**config.mk**
```make
export PLATFORM = sky130hd
export DESIGN_NAME = fm_tx_setting_frame_builder
export DESIGN_NICKNAME = d
export VERILOG_FILES = /design/src/design/fmtx_pkg.sv /design/src/design/fm_tx_setting_frame_builder.sv /design/src/design/fmtx_front.sv /design/src/design/fmtx_queue.sv /design/src/design/fmtx_back.sv
export SDC_FILE = /design/constraint.sdc
export NUM_CORES = 1
export LEC_CHECK = 0
export ABC_AREA = 0
export BUFFER_PORTS_ARGS = -buffer_cell sky130_fd_sc_hd__buf_4
export CELL_PAD_IN_SITES_DETAIL_PLACEMENT = 1
export CELL_PAD_IN_SITES_GLOBAL_PLACEMENT = 2
export CORE_ASPECT_RATIO = 1.2
export CORE_MARGIN = 5
export CORE_UTILIZATION = 42
export CTS_CLUSTER_DIAMETER = 50
export DETAILED_ROUTE_END_ITERATION = 10
export GPL_TIMING_DRIVEN = 0
export PLACE_DENSITY_LB_ADDON = 0.1
export SLEW_MARGIN = 10
export SYNTH_ARGS = -nofsm -noshare
export SYNTH_HDL_FRONTEND = slang
export SYNTH_SLANG_ARGS = --single-unit
```
**constraint.sdc**
```tcl
create_clock -name clk -period 5.88 [get_ports clk]
set_input_delay 0.882 -clock clk [delete_from_list [all_inputs] [get_ports clk]]
set_output_delay 0.882 -clock clk [all_outputs]
set_load 0.01 [all_outputs]
```
**src/design/fmtx_pkg.sv**
```systemverilog
// shared types and constants for the fm transmitter setting frame builder
// no dependencies; imported by every module of the block
`timescale 1ns / 1ps

package fmtx_pkg;

  // setting commands
  typedef enum logic [2:0] {
    CMD_FREQ     = 3'd0,
    CMD_POWER    = 3'd1,
    CMD_GAIN     = 3'd2,
    CMD_STEREO   = 3'd3,
    CMD_BYPASS   = 3'd4,
    CMD_PWR_MGMT = 3'd5
  } cmd_t;

  // configuration register indexes
  localparam logic [2:0] CFG_FREQ_ADDR  = 3'd0;
  localparam logic [2:0] CFG_MODE_ADDR  = 3'd1;
  localparam logic [2:0] CFG_POWER_ADDR = 3'd2;
  localparam logic [2:0] CFG_POWER_MASK = 3'd3;
  localparam logic [2:0] CFG_MONO_MASK  = 3'd4;
  localparam logic [2:0] CFG_GAIN_MASK  = 3'd5;

  localparam int CFG_INDEX_W = 3;
  localparam int CFG_DATA_W  = 16;
  localparam int ADDR_W      = 7;
  localparam int VALUE_W     = 16;

  // device id byte that opens every frame
  localparam logic [7:0] DEVICE_ID = 8'h1D;

  // value * 2^20 / 19 = value * 55188 + floor(4 * value / 19)
  // the small quotient is (x * 55189) >> 20, exact for x below 2^14
  localparam logic [15:0] FREQ_MUL_HI = 16'd55188;
  localparam logic [15:0] FREQ_MUL_LO = 16'd55189;
  localparam int FREQ_VAL_W  = 12;
  localparam int FREQ_HI_W   = 28;
  localparam int FREQ_X_W    = 14;
  localparam int FREQ_LO_W   = 30;
  localparam int FREQ_SHIFT  = 20;
  localparam int FREQ_CORR_W = 10;

  localparam int QUEUE_DEPTH_DEF = 2;

  // one queued frame: frequency frames carry four data bytes, others two
  typedef struct packed {
    logic              is_freq;
    logic [ADDR_W-1:0] addr;
    logic [31:0]       data;
  } frame_entry_t;

endpackage

```
**src/design/fm_tx_setting_frame_builder.sv**
```systemverilog
// top level of the fm transmitter setting frame builder
// instantiates fmtx_front, fmtx_queue and fmtx_back; depends on fmtx_pkg
`timescale 1ns / 1ps

// Turns setting commands into two-wire register-write byte frames.
// Input channel: in_command and in_setting_value, one beat per command,
// taken when in_valid is high and in_stall is low. Output channel: one
// beat per bus byte on out_bus_byte, with out_frame_start on the device id
// byte and out_frame_end on the last byte of the frame.
// A frequency command gives six bytes, power, gain and stereo give four,
// bypass, power management and unused codes give none.
// The first byte of a frame passes stage one, the frame queue and the
// output register after its command is accepted. The byte sequencer sends
// one byte per cycle while out_stall is low; commands are accepted back to
// back while the frame queue has room.
// Configuration: cfg_wr_en, cfg_index and cfg_wdata write one register per
// cycle; writes are meant for idle periods only.
// Reset (rst_n low, synchronous) clears the queue, the mode shadow and the
// sequencer and loads the register defaults. When out_stall is high the
// current byte holds; the queue fills and then in_stall rises.
module fm_tx_setting_frame_builder
  import fmtx_pkg::*;
#(
  parameter int QUEUE_DEPTH = QUEUE_DEPTH_DEF
) (
  input  logic                   clk,
  input  logic                   rst_n,
  input  logic                   cfg_wr_en,
  input  logic [CFG_INDEX_W-1:0] cfg_index,
  input  logic [CFG_DATA_W-1:0]  cfg_wdata,
  input  logic                   in_valid,
  output logic                   in_stall,
  input  logic [2:0]             in_command,
  input  logic [VALUE_W-1:0]     in_setting_value,
  output logic                   out_valid,
  input  logic                   out_stall,
  output logic [7:0]             out_bus_byte,
  output logic                   out_frame_start,
  output logic                   out_frame_end
);

  logic         q_push, q_full, q_pop, q_not_empty;
  frame_entry_t q_wdata, q_rdata;

  // command intake and frame preparation
  fmtx_front u_front (
    .clk              (clk),
    .rst_n            (rst_n),
    .cfg_wr_en        (cfg_wr_en),
    .cfg_index        (cfg_index),
    .cfg_wdata        (cfg_wdata),
    .in_valid         (in_valid),
    .in_stall         (in_stall),
    .in_command       (in_command),
    .in_setting_value (in_setting_value),
    .q_push           (q_push),
    .q_wdata          (q_wdata),
    .q_full           (q_full)
  );

  // frame queue
  fmtx_queue #(
    .DEPTH (QUEUE_DEPTH)
  ) u_queue (
    .clk       (clk),
    .rst_n     (rst_n),
    .push      (q_push),
    .wdata     (q_wdata),
    .full      (q_full),
    .pop       (q_pop),
    .rdata     (q_rdata),
    .not_empty (q_not_empty)
  );

  // byte sequencer and output register
  fmtx_back u_back (
    .clk             (clk),
    .rst_n           (rst_n),
    .q_rdata         (q_rdata),
    .q_not_empty     (q_not_empty),
    .q_pop           (q_pop),
    .out_valid       (out_valid),
    .out_stall       (out_stall),
    .out_bus_byte    (out_bus_byte),
    .out_frame_start (out_frame_start),
    .out_frame_end   (out_frame_end)
  );

endmodule

```
**src/design/fmtx_front.sv**
```systemverilog
// front end: configuration registers, mode shadow, command decode and
// frequency quotient pipeline; depends on fmtx_pkg
`timescale 1ns / 1ps

module fmtx_front
  import fmtx_pkg::*;
(
  input  logic                   clk,
  input  logic                   rst_n,
  input  logic                   cfg_wr_en,
  input  logic [CFG_INDEX_W-1:0] cfg_index,
  input  logic [CFG_DATA_W-1:0]  cfg_wdata,
  input  logic                   in_valid,
  output logic                   in_stall,
  input  logic [2:0]             in_command,
  input  logic [VALUE_W-1:0]     in_setting_value,
  output logic                   q_push,
  output frame_entry_t           q_wdata,
  input  logic                   q_full
);

  logic [ADDR_W-1:0]  freq_addr_r, mode_addr_r, power_addr_r;
  logic [VALUE_W-1:0] power_mask_r, mono_mask_r, gain_mask_r;
  logic [VALUE_W-1:0] shadow_r, shadow_nxt;

  logic                   s1_valid_r, s1_valid_nxt;
  logic                   s1_is_freq_r;
  logic [ADDR_W-1:0]      s1_addr_r;
  logic [VALUE_W-1:0]     s1_word_r;
  logic [FREQ_HI_W-1:0]   s1_hi_r;
  logic [FREQ_CORR_W-1:0] s1_corr_r;

  logic                   accept;
  logic                   can_move;
  logic                   emits;
  logic [ADDR_W-1:0]      addr_sel;
  logic [VALUE_W-1:0]     word_sel;
  logic [VALUE_W-1:0]     field_mask;
  logic [FREQ_VAL_W-1:0]  freq_val;
  logic [FREQ_X_W-1:0]    freq_x;
  logic [FREQ_HI_W-1:0]   prod_hi;
  logic [FREQ_LO_W-1:0]   prod_lo;

  // stage one moves on whenever it is empty or the queue has room
  assign can_move = !s1_valid_r || !q_full;
  assign in_stall = !can_move;
  assign accept   = in_valid && can_move;

  // configuration writes
  always_ff @(posedge clk) begin
    if (!rst_n) begin
      freq_addr_r  <= '0;
      mode_addr_r  <= ADDR_W'(2);
      power_addr_r <= ADDR_W'(3);
      power_mask_r <= '1;
      mono_mask_r  <= VALUE_W'(1);
      gain_mask_r  <= '0;
    end else if (cfg_wr_en) begin
      case (cfg_index)
        CFG_FREQ_ADDR:  freq_addr_r  <= cfg_wdata[ADDR_W-1:0];
        CFG_MODE_ADDR:  mode_addr_r  <= cfg_wdata[ADDR_W-1:0];
        CFG_POWER_ADDR: power_addr_r <= cfg_wdata[ADDR_W-1:0];
        CFG_POWER_MASK: power_mask_r <= cfg_wdata;
        CFG_MONO_MASK:  mono_mask_r  <= cfg_wdata;
        CFG_GAIN_MASK:  gain_mask_r  <= cfg_wdata;
        default: ;
      endcase
    end
  end

  // command decode and shadow update
  always_comb begin
    emits      = 1'b0;
    addr_sel   = freq_addr_r;
    word_sel   = '0;
    shadow_nxt = shadow_r;
    field_mask = (in_command == CMD_GAIN) ? gain_mask_r : mono_mask_r;
    case (in_command)
      CMD_FREQ: begin
        emits    = 1'b1;
        addr_sel = freq_addr_r;
      end
      CMD_POWER: begin
        emits    = 1'b1;
        addr_sel = power_addr_r;
        word_sel = in_setting_value & power_mask_r;
      end
      CMD_GAIN, CMD_STEREO: begin
        emits      = 1'b1;
        addr_sel   = mode_addr_r;
        shadow_nxt = (shadow_r & ~field_mask) | (in_setting_value & field_mask);
        word_sel   = shadow_nxt;
      end
      default: ;
    endcase
  end

  // frequency products, only the low 12 bits survive the 2^20 scaling
  assign freq_val = in_setting_value[FREQ_VAL_W-1:0];
  assign freq_x   = {freq_val, 2'b00};
  assign prod_hi  = FREQ_HI_W'(freq_val * FREQ_MUL_HI);
  assign prod_lo  = FREQ_LO_W'(freq_x * FREQ_MUL_LO);

  assign s1_valid_nxt = can_move ? (accept && emits) : s1_valid_r;

  // control state
  always_ff @(posedge clk) begin
    if (!rst_n) begin
      s1_valid_r <= 1'b0;
      shadow_r   <= '0;
    end else begin
      s1_valid_r <= s1_valid_nxt;
      if (accept) begin
        shadow_r <= shadow_nxt;
      end
    end
  end

  // stage one payload
  always_ff @(posedge clk) begin
    if (accept) begin
      s1_is_freq_r <= (in_command == CMD_FREQ);
      s1_addr_r    <= addr_sel;
      s1_word_r    <= word_sel;
      s1_hi_r      <= prod_hi;
      s1_corr_r    <= prod_lo[FREQ_LO_W-1:FREQ_SHIFT];
    end
  end

  // stage two: finish the quotient and hand the frame to the queue
  assign q_push          = s1_valid_r && !q_full;
  assign q_wdata.is_freq = s1_is_freq_r;
  assign q_wdata.addr    = s1_addr_r;
  assign q_wdata.data    = s1_is_freq_r ? (32'(s1_hi_r) + 32'(s1_corr_r))
                                        : {16'h0000, s1_word_r};

`ifndef SYNTHESIS
  // commands without a frame never occupy stage one
  a_no_frame_dropped: assert property (@(posedge clk) disable iff (!rst_n)
    (accept && !emits) |=> !s1_valid_r)
    else $error("silent command loaded stage one");
  // the shadow moves only with an accepted beat
  a_shadow_hold: assert property (@(posedge clk) disable iff (!rst_n)
    (rst_n && !accept) |=> $stable(shadow_r))
    else $error("mode shadow changed without a beat");
`endif

endmodule

```
**src/design/fmtx_queue.sv**
```systemverilog
// short frame queue between front end and byte sequencer
// depends on fmtx_pkg for the entry type
`timescale 1ns / 1ps

module fmtx_queue
  import fmtx_pkg::*;
#(
  parameter int DEPTH = QUEUE_DEPTH_DEF
) (
  input  logic         clk,
  input  logic         rst_n,
  input  logic         push,
  input  frame_entry_t wdata,
  output logic         full,
  input  logic         pop,
  output frame_entry_t rdata,
  output logic         not_empty
);

  localparam int PTR_W = $clog2(DEPTH);
  localparam int CNT_W = $clog2(DEPTH + 1);

  frame_entry_t mem_r [DEPTH];
  logic [PTR_W-1:0] wr_ptr_r, rd_ptr_r;
  logic [CNT_W-1:0] count_r, count_nxt;

  assign full      = (count_r == CNT_W'(DEPTH));
  assign not_empty = (count_r != '0);
  assign rdata     = mem_r[rd_ptr_r];

  always_comb begin
    case ({push, pop})
      2'b10:   count_nxt = count_r + CNT_W'(1);
      2'b01:   count_nxt = count_r - CNT_W'(1);
      default: count_nxt = count_r;
    endcase
  end

  // pointers and fill count
  always_ff @(posedge clk) begin
    if (!rst_n) begin
      wr_ptr_r <= '0;
      rd_ptr_r <= '0;
      count_r  <= '0;
    end else begin
      count_r <= count_nxt;
      if (push) begin
        wr_ptr_r <= (wr_ptr_r == PTR_W'(DEPTH - 1)) ? '0 : wr_ptr_r + PTR_W'(1);
      end
      if (pop) begin
        rd_ptr_r <= (rd_ptr_r == PTR_W'(DEPTH - 1)) ? '0 : rd_ptr_r + PTR_W'(1);
      end
    end
  end

  // entry storage
  always_ff @(posedge clk) begin
    if (push) begin
      mem_r[wr_ptr_r] <= wdata;
    end
  end

`ifndef SYNTHESIS
  a_no_overflow: assert property (@(posedge clk) disable iff (!rst_n)
    !(push && full))
    else $error("push into full queue");
  a_no_underflow: assert property (@(posedge clk) disable iff (!rst_n)
    pop |-> not_empty)
    else $error("pop from empty queue");
`endif

endmodule

```
**src/design/fmtx_back.sv**
```systemverilog
// byte sequencer: walks the head frame one byte per beat into the
// output register; depends on fmtx_pkg
`timescale 1ns / 1ps

module fmtx_back
  import fmtx_pkg::*;
(
  input  logic         clk,
  input  logic         rst_n,
  input  frame_entry_t q_rdata,
  input  logic         q_not_empty,
  output logic         q_pop,
  output logic         out_valid,
  input  logic         out_stall,
  output logic [7:0]   out_bus_byte,
  output logic         out_frame_start,
  output logic         out_frame_end
);

  localparam logic [2:0] POS_ID      = 3'd0;
  localparam logic [2:0] POS_ADDR    = 3'd1;
  localparam logic [2:0] POS_D0      = 3'd2;
  localparam logic [2:0] POS_D1      = 3'd3;
  localparam logic [2:0] POS_D2      = 3'd4;
  localparam logic [2:0] POS_D3      = 3'd5;
  localparam logic [2:0] POS_LAST_WD = POS_D1;
  localparam logic [2:0] POS_LAST_FQ = POS_D3;

  logic [2:0] idx_r, idx_nxt;
  logic       out_valid_r;
  logic [7:0] out_byte_r;
  logic       out_start_r, out_end_r;
  logic       load;
  logic       last;
  logic [7:0] byte_sel;

  // load a byte when the output register is empty or being drained
  assign load  = q_not_empty && (!out_valid_r || !out_stall);
  assign last  = (idx_r == (q_rdata.is_freq ? POS_LAST_FQ : POS_LAST_WD));
  assign q_pop = load && last;
  assign idx_nxt = last ? POS_ID : idx_r + 3'd1;

  // byte select by position in the frame
  always_comb begin
    case (idx_r)
      POS_ID:   byte_sel = DEVICE_ID;
      POS_ADDR: byte_sel = {q_rdata.addr, 1'b0};
      POS_D0:   byte_sel = q_rdata.data[15:8];
      POS_D1:   byte_sel = q_rdata.data[7:0];
      POS_D2:   byte_sel = q_rdata.data[31:24];
      POS_D3:   byte_sel = q_rdata.data[23:16];
      default:  byte_sel = 8'h00;
    endcase
  end

  // position counter and output valid
  always_ff @(posedge clk) begin
    if (!rst_n) begin
      idx_r       <= POS_ID;
      out_valid_r <= 1'b0;
    end else begin
      if (load) begin
        idx_r <= idx_nxt;
      end
      if (load) begin
        out_valid_r <= 1'b1;
      end else if (!out_stall) begin
        out_valid_r <= 1'b0;
      end
    end
  end

  // output payload register
  always_ff @(posedge clk) begin
    if (load) begin
      out_byte_r  <= byte_sel;
      out_start_r <= (idx_r == POS_ID);
      out_end_r   <= last;
    end
  end

  assign out_valid       = out_valid_r;
  assign out_bus_byte    = out_byte_r;
  assign out_frame_start = out_start_r;
  assign out_frame_end   = out_end_r;

`ifndef SYNTHESIS
  // the sequencer never runs past the end of a frame
  a_idx_range: assert property (@(posedge clk) disable iff (!rst_n)
    q_not_empty |-> (idx_r <= (q_rdata.is_freq ? POS_LAST_FQ : POS_LAST_WD)))
    else $error("byte position beyond frame end");
`endif

endmodule
```
**Word-level counts from Yosys, hierarchy flattened**

Memories as Yosys holds them, arrays and structs flattened. A register that Yosys moved wholly into a read port is not among the register bits.
Cells that the tools add are included.

- Register bits after elaboration: 164
- Memory bits (writable): 80
- Bits of input ports: 43
- Word-level logic and storage cells: 96
- Memories: 1

- $add $sub $neg: 6
- $mul: 2
- Eq/ne operators: 18
- Multiplexer cells: 17
- Bitwise gates (word level): 5
- Reduce and logical (&&, ||, !) cells: 26

Memory list:

| memory | depth | bits a word | rd ports | clocked after memory_dff | wr ports | line | text |
|---|---|---|---|---|---|---|---|
| u_queue.mem_r | 2 | 40 | 1 | 1 | 1 | fmtx_queue.sv:23 | `frame_entry_t mem_r [DEPTH];` |

Operators with widths:

| kind | count |
|---|---|
| 16-bit AND | 3 |
| 8-bit one-hot mux with 6 select lines | 1 |
| 32-bit 2-to-1 mux | 1 |
| 16-bit one-hot mux with 2 select lines | 1 |
| 28-bit by 10-bit adder with 29-bit output | 1 |
| 12-bit by 16-bit multiplier with 28-bit output, second input constant | 1 |
| 12-bit by 14-bit multiplier with 26-bit output, second input constant | 1 |
| 3-bit by 2-bit == test with 1-bit output, second input constant | 6 |
| 16-bit 2-to-1 mux | 1 |
| 16-bit inverter | 1 |
| 16-bit bitwise OR | 1 |
| 7-bit one-hot mux with 2 select lines | 1 |
| 2-bit AND reduction | 7 |
| 3-bit == test, second input constant | 4 |
| 3-bit by 1-bit == test with 1-bit output, second input constant | 3 |
| 3-bit zero test | 3 |
| 1-bit 2-to-1 mux | 9 |
| 3-bit 2-to-1 mux | 2 |
| 1-bit logical AND | 5 |
| 1-bit zero test | 5 |
| 2-bit == test, second input constant | 2 |
| 2-bit one-hot mux with 2 select lines | 1 |
| 2-bit nonzero test | 2 |
| 4-bit OR reduction | 1 |
| 9 further kinds | 11 |

**Logic depth before layout (Yosys ltp)**

- Word-level depth: 6
- Depth in mapped cells: 17
- Depth with buffers taken out: 16

**Modules after synthesis**

Synthesis repeated with hierarchy kept, for this count alone.

- Cell total of the unflattened synthesis: 1378
- Area, all modules: 15034.4 µm²

Modules (own cells, without submodules):

| module | times used | cells an instance | area each (µm²) | sequential area each (µm²) |
|---|---|---|---|---|
| fmtx_front | 1 | 1154 | 11111.9 | 3523.4 |
| fmtx_queue | 1 | 146 | 3091.7 | 2502.4 |
| fmtx_back | 1 | 78 | 830.8 | 380.4 |

**Worst setup path after synthesis**

OpenSTA, ideal clock, no wires.

- Path kind: input -> register
- Start: in in_setting_value[9]
- End: reg u_front.s1_hi_r[25] (data pin)
- Arrival time: 5.037 ns
- Required time: 5.611 ns
- Setup slack: 0.575 ns
- Stages on the path: 15
- Buffers on the path: 1
- Cells stage by stage: fa_1 -> fa_1 -> fa_1 -> fa_1 -> inv_1 -> fa_1 -> inv_1 -> ha_1 -> clkbuf_1 -> a21o_1 -> a21o_1 -> a21o_1 -> a21oi_1 -> o31ai_1 -> xor2_1

- Word-level cells in the longest chain between the ends: 1

Ends and longest elaborated chain:

| what | line | text |
|---|---|---|
| start, declared | fm_tx_setting_frame_builder.sv:34 | `input logic [VALUE_W-1:0] in_setting_value,` |
| 12-bit by 14-bit multiplier with 26-bit output | fmtx_front.sv:101 | `assign prod_hi = FREQ_HI_W'(freq_val * FREQ_MUL_HI);` |
| named net u_front.prod_hi[25] | fmtx_front.sv:41 | `logic [FREQ_HI_W-1:0] prod_hi;` |
| end signal, assigned | fmtx_front.sv:125 | `s1_hi_r <= prod_hi;` |
| end, declared | fmtx_front.sv:30 | `logic [FREQ_HI_W-1:0] s1_hi_r;` |

The timed path passes the listed nets, and every way through them passes these cells.
A chain may end at the register's enable or synchronous reset.

**Worst setup path in the final report**

- Start: in in_setting_value[9]
- End: reg u_front.s1_corr_r[9] (data pin)

- Word-level cells in the longest chain between the ends: 1

Ends and longest elaborated chain:

| what | line | text |
|---|---|---|
| 12-bit by 16-bit multiplier with 28-bit output | fmtx_front.sv:102 | `assign prod_lo = FREQ_LO_W'(freq_x * FREQ_MUL_LO);` |
| named net u_front.prod_lo[29] | fmtx_front.sv:42 | `logic [FREQ_LO_W-1:0] prod_lo;` |
| end signal, assigned | fmtx_front.sv:126 | `s1_corr_r <= prod_lo[FREQ_LO_W-1:FREQ_SHIFT];` |
| end, declared | fmtx_front.sv:31 | `logic [FREQ_CORR_W-1:0] s1_corr_r;` |

The timed path passes the listed nets, and every way through them passes these cells.

==> flow_summary.json <==
{
  "stdcell_area_um2": 16700,
  "max_cap_violations": 0,
  "drtIter0Drc": 420,
  "grt_max_degree": 62,
  "num_rows": 75,
  "antenna_found_initial": 1,
  "initial_core_util": 0.423,
  "synthArstFlopShare": 0,
  "synth_area_per_cell_um2": 10.5,
  "required_ns": 6.16,
  "status": "complete, no violations",
  "wirelength_um": 40300,
  "yosys_warnings": 0,
  "grt_util_all_layers": 0.206,
  "die_w_um": 181,
  "crit_chain": "buf_4 -> fa_1 -> fa_1 -> fa_1 -> fa_1 -> inv_1 -> fa_1 -> inv_1 -> ha_1 -> clkbuf_1 -> nand2_1 -> a211oi_1 -> a2111oi_2 -> o21ai_0 -> xnor2_1",
  "htreeDepth": 1,
  "yosys_register_bits": 239,
  "num_vias": 10328,
  "gr-usage-met2": 0.376,
  "num_io_pins": 55,
  "numCtsBuffers": 27,
  "setup_viol": 0,
  "synth_nets": 1646,
  "cts_resized": 0,
  "grt.busiest_layer": "met2",
  "slew_violations": 0,
  "final.min_clock_period_ns": 5.60,
  "fin_nets": 1730,
  "route.detailed.drc": 0,
  "cp-end-kind": "flop",
  "place_congestion": 0.886,
  "cts_buffer_depth": 3,
  "cpPeakStageDelay_ns": 0.69,
  "cp.arrival_ns": 5.89,
  "root_buffer": "clkbuf_16",
  "clkTransAtPathRegs_ns": 0.06,
  "ir_drop_uv": 346,
  "fillers": 3839,
  "placed_area_um2": 15800,
  "crit_slowest_cell": "a2111oi_2",
  "period_share": 0.953,
  "syn_area_um2": 14700,
  "ys_seq_area_frac": 0.422,
  "hold_viol": 0,
  "dp_hpwl_um": 32400,
  "fp.dieH_um": 215,
  "insertion_delay_ns": 0.55,
  "ant_nets": 0,
  "dp.cells": 1920,
  "ys.flop_type": "edfxtp_1",
  "grt_util_met3": 0.0184,
  "diodes": 0,
  "path_max_fanout": 10,
  "final_common_cell": "nand2_1",
  "syn_inst": 1403,
  "p_total_w": 0.00790,
  "worst_slack_ns": 0.278,
  "io_buffers": 53,
  "drive_gt1_frac": 0.0948,
  "power_density_nw_per_um2": 473,
  "stdcell_count": 1970,
  "tritoncts": "done",
  "synth_cell_type_count": 63,
  "slew_headroom": 0.420,
  "layout_common_cells": "192 x nand2_1, 150 x inv_1, 144 x edfxtp_1",
  "routed_via_density": 5.24,
  "grt_pass1_wl_um": 63000,
  "rsz0062_at_grt": "false",
  "drt_pass1_iterations": 4,
  "overflow": 0,
  "leakage_nw": 6.68,
  "worst_pin_slew_ns": 0.865,
  "area_growth_pct": 13.4,
  "fp.dieArea_um2": 39000,
  "cts.sinks": 239,
  "post-cts-setup-buffers": 0,
  "core_area_um2": 34800,
  "cts.hold.buffers_added": 0,
  "path_class": "input pin to flop",
  "cp-start-kind": "input pin",
  "cpMostUsedCell": "fa_1",
  "grt_use_met1": 0.261,
  "post_drt_wl_per_cell_um": 20.5,
  "fmaxAchievable_ghz": 0.179,
  "clock_skew_ns": 0.0103,
  "synth_edf_count": 144,
  "grt_pass1_vias": 11124,
  "hold_class": "flop to flop",
  "post-place-ws_ns": -0.243
}
-- worst paths after layout --
kind         depth (start not counted)                  from  slack (ns)                   end
max reg2reg                         10  u_front.s1_corr_r[2]        2.94  u_queue.mem_r[1][22]
max                                 15   in_setting_value[9]        0.28  u_front.s1_corr_r[9]
min reg2reg                          0  u_front.s1_addr_r[5]        0.45  u_queue.mem_r[0][37]
min                                  0  u_front.s1_addr_r[5]        0.45  u_queue.mem_r[0][37]
-- synth_stat cells (all sizes together) (5+ instances only) --
cell,count,share of area
nor2b,18,0.0076
dfxtp,95,0.13
nand2,192,0.049
a221o,7,0.0048
edfxtp,144,0.29
inv,150,0.038
xor2,16,0.0095
and2,8,0.0034
ha,119,0.10
and3,5,0.0021
mux2i,43,0.029
o31ai,6,0.0031
a32o,10,0.0068
o211ai,5,0.0025
or3,18,0.0076
nor3,9,0.0034
a21oi,47,0.016
nand3,40,0.014
clkbuf,46,0.012
nand2b,12,0.0051
a31oi,5,0.0021
nand4,7,0.0034
o21a,9,0.0046
fa,81,0.11
buf,7,0.0025
a21boi,57,0.029
xnor2,27,0.016
a211oi,9,0.0046
nor2,61,0.016
o21ai,70,0.024
a22oi,11,0.0056
a21o,10,0.0051
mux2,17,0.013
-- logic make-up (layout without fill, tap and decap cells) --
group	after synthesis	in the layout	share of synthesized area
muxes	63	63	0.0468
xor gates and xnor gates	43	43	0.0255
adders and majority gates	200	200	0.211
buffers and inverters	203	308	0.0524
DFF	239	239	0.422
and+or+nand+nor	387	387	0.120
AOI/OAI and AO/OA	268	268	0.122
-- state kept, by name (all words and copies together), names as in the netlist, 10 cells and up, named ones only --
name	cells
u_front.gain_mask_r	16
u_front.mono_mask_r	16
u_front.power_mask_r	16
u_front.s1_corr_r	10
u_front.s1_hi_r	26
u_front.s1_word_r	16
u_front.shadow_r	16
u_queue.mem_r	74
-- area by class of cell --
cell class / count / area [um2] / area share
sequential: 239 / 6230 / 0.372
clock buffer: 37 / 773 / 0.0462
timing repair buffer: 55 / 445 / 0.0266
multi-input combinational: 961 / 7750 / 0.464
tap: 462 / 578 / 0.0346
inverter: 150 / 563 / 0.0337
buffer: 53 / 209 / 0.0125
clock inverter: 13 / 171 / 0.0103
-- through the flow --
stage	hold slack (ns)	util	TNS, ns
2_1_floorplan	0.421	-	0
3_3_place_gp	0.426	0.451	-1.12
3_5_place_dp	0.434	0.453	-1.23
4_1_cts	0.451	0.480	0
5_1_grt	0.462	0.480	0
6_report	0.449	0.480	0
-- worst max-delay path, delay by kind of cell --
family	cells	cell delay, ns
buffers and inverters	4	0.57
xor gates and xnor gates	1	0.16
AOI/OAI and AO/OA	3	1.03
adders and majority gates	6	3.07
and+or+nand+nor	1	0.15
-- power by group --
group	switching, W	leakage [nW]	internal (W)	total (W)
registers	0.000114	2.14	0.00214	0.00225
clock network	0.000689	0.461	0.00106	0.00175
logic	0.00243	4.08	0.00147	0.00390
total	0.00323	6.68	0.00467	0.00790
-- routing by layer --
metal | part of all wire | vias to the layer above
met2 | 0.52 | 104
met1 | 0.43 | 5135
met5 | 0 | -
li1 | - | 5037
met4 | 0.026 | 0
met3 | 0.018 | 52
No activity file was read; power rests on OpenSTA's default activity.
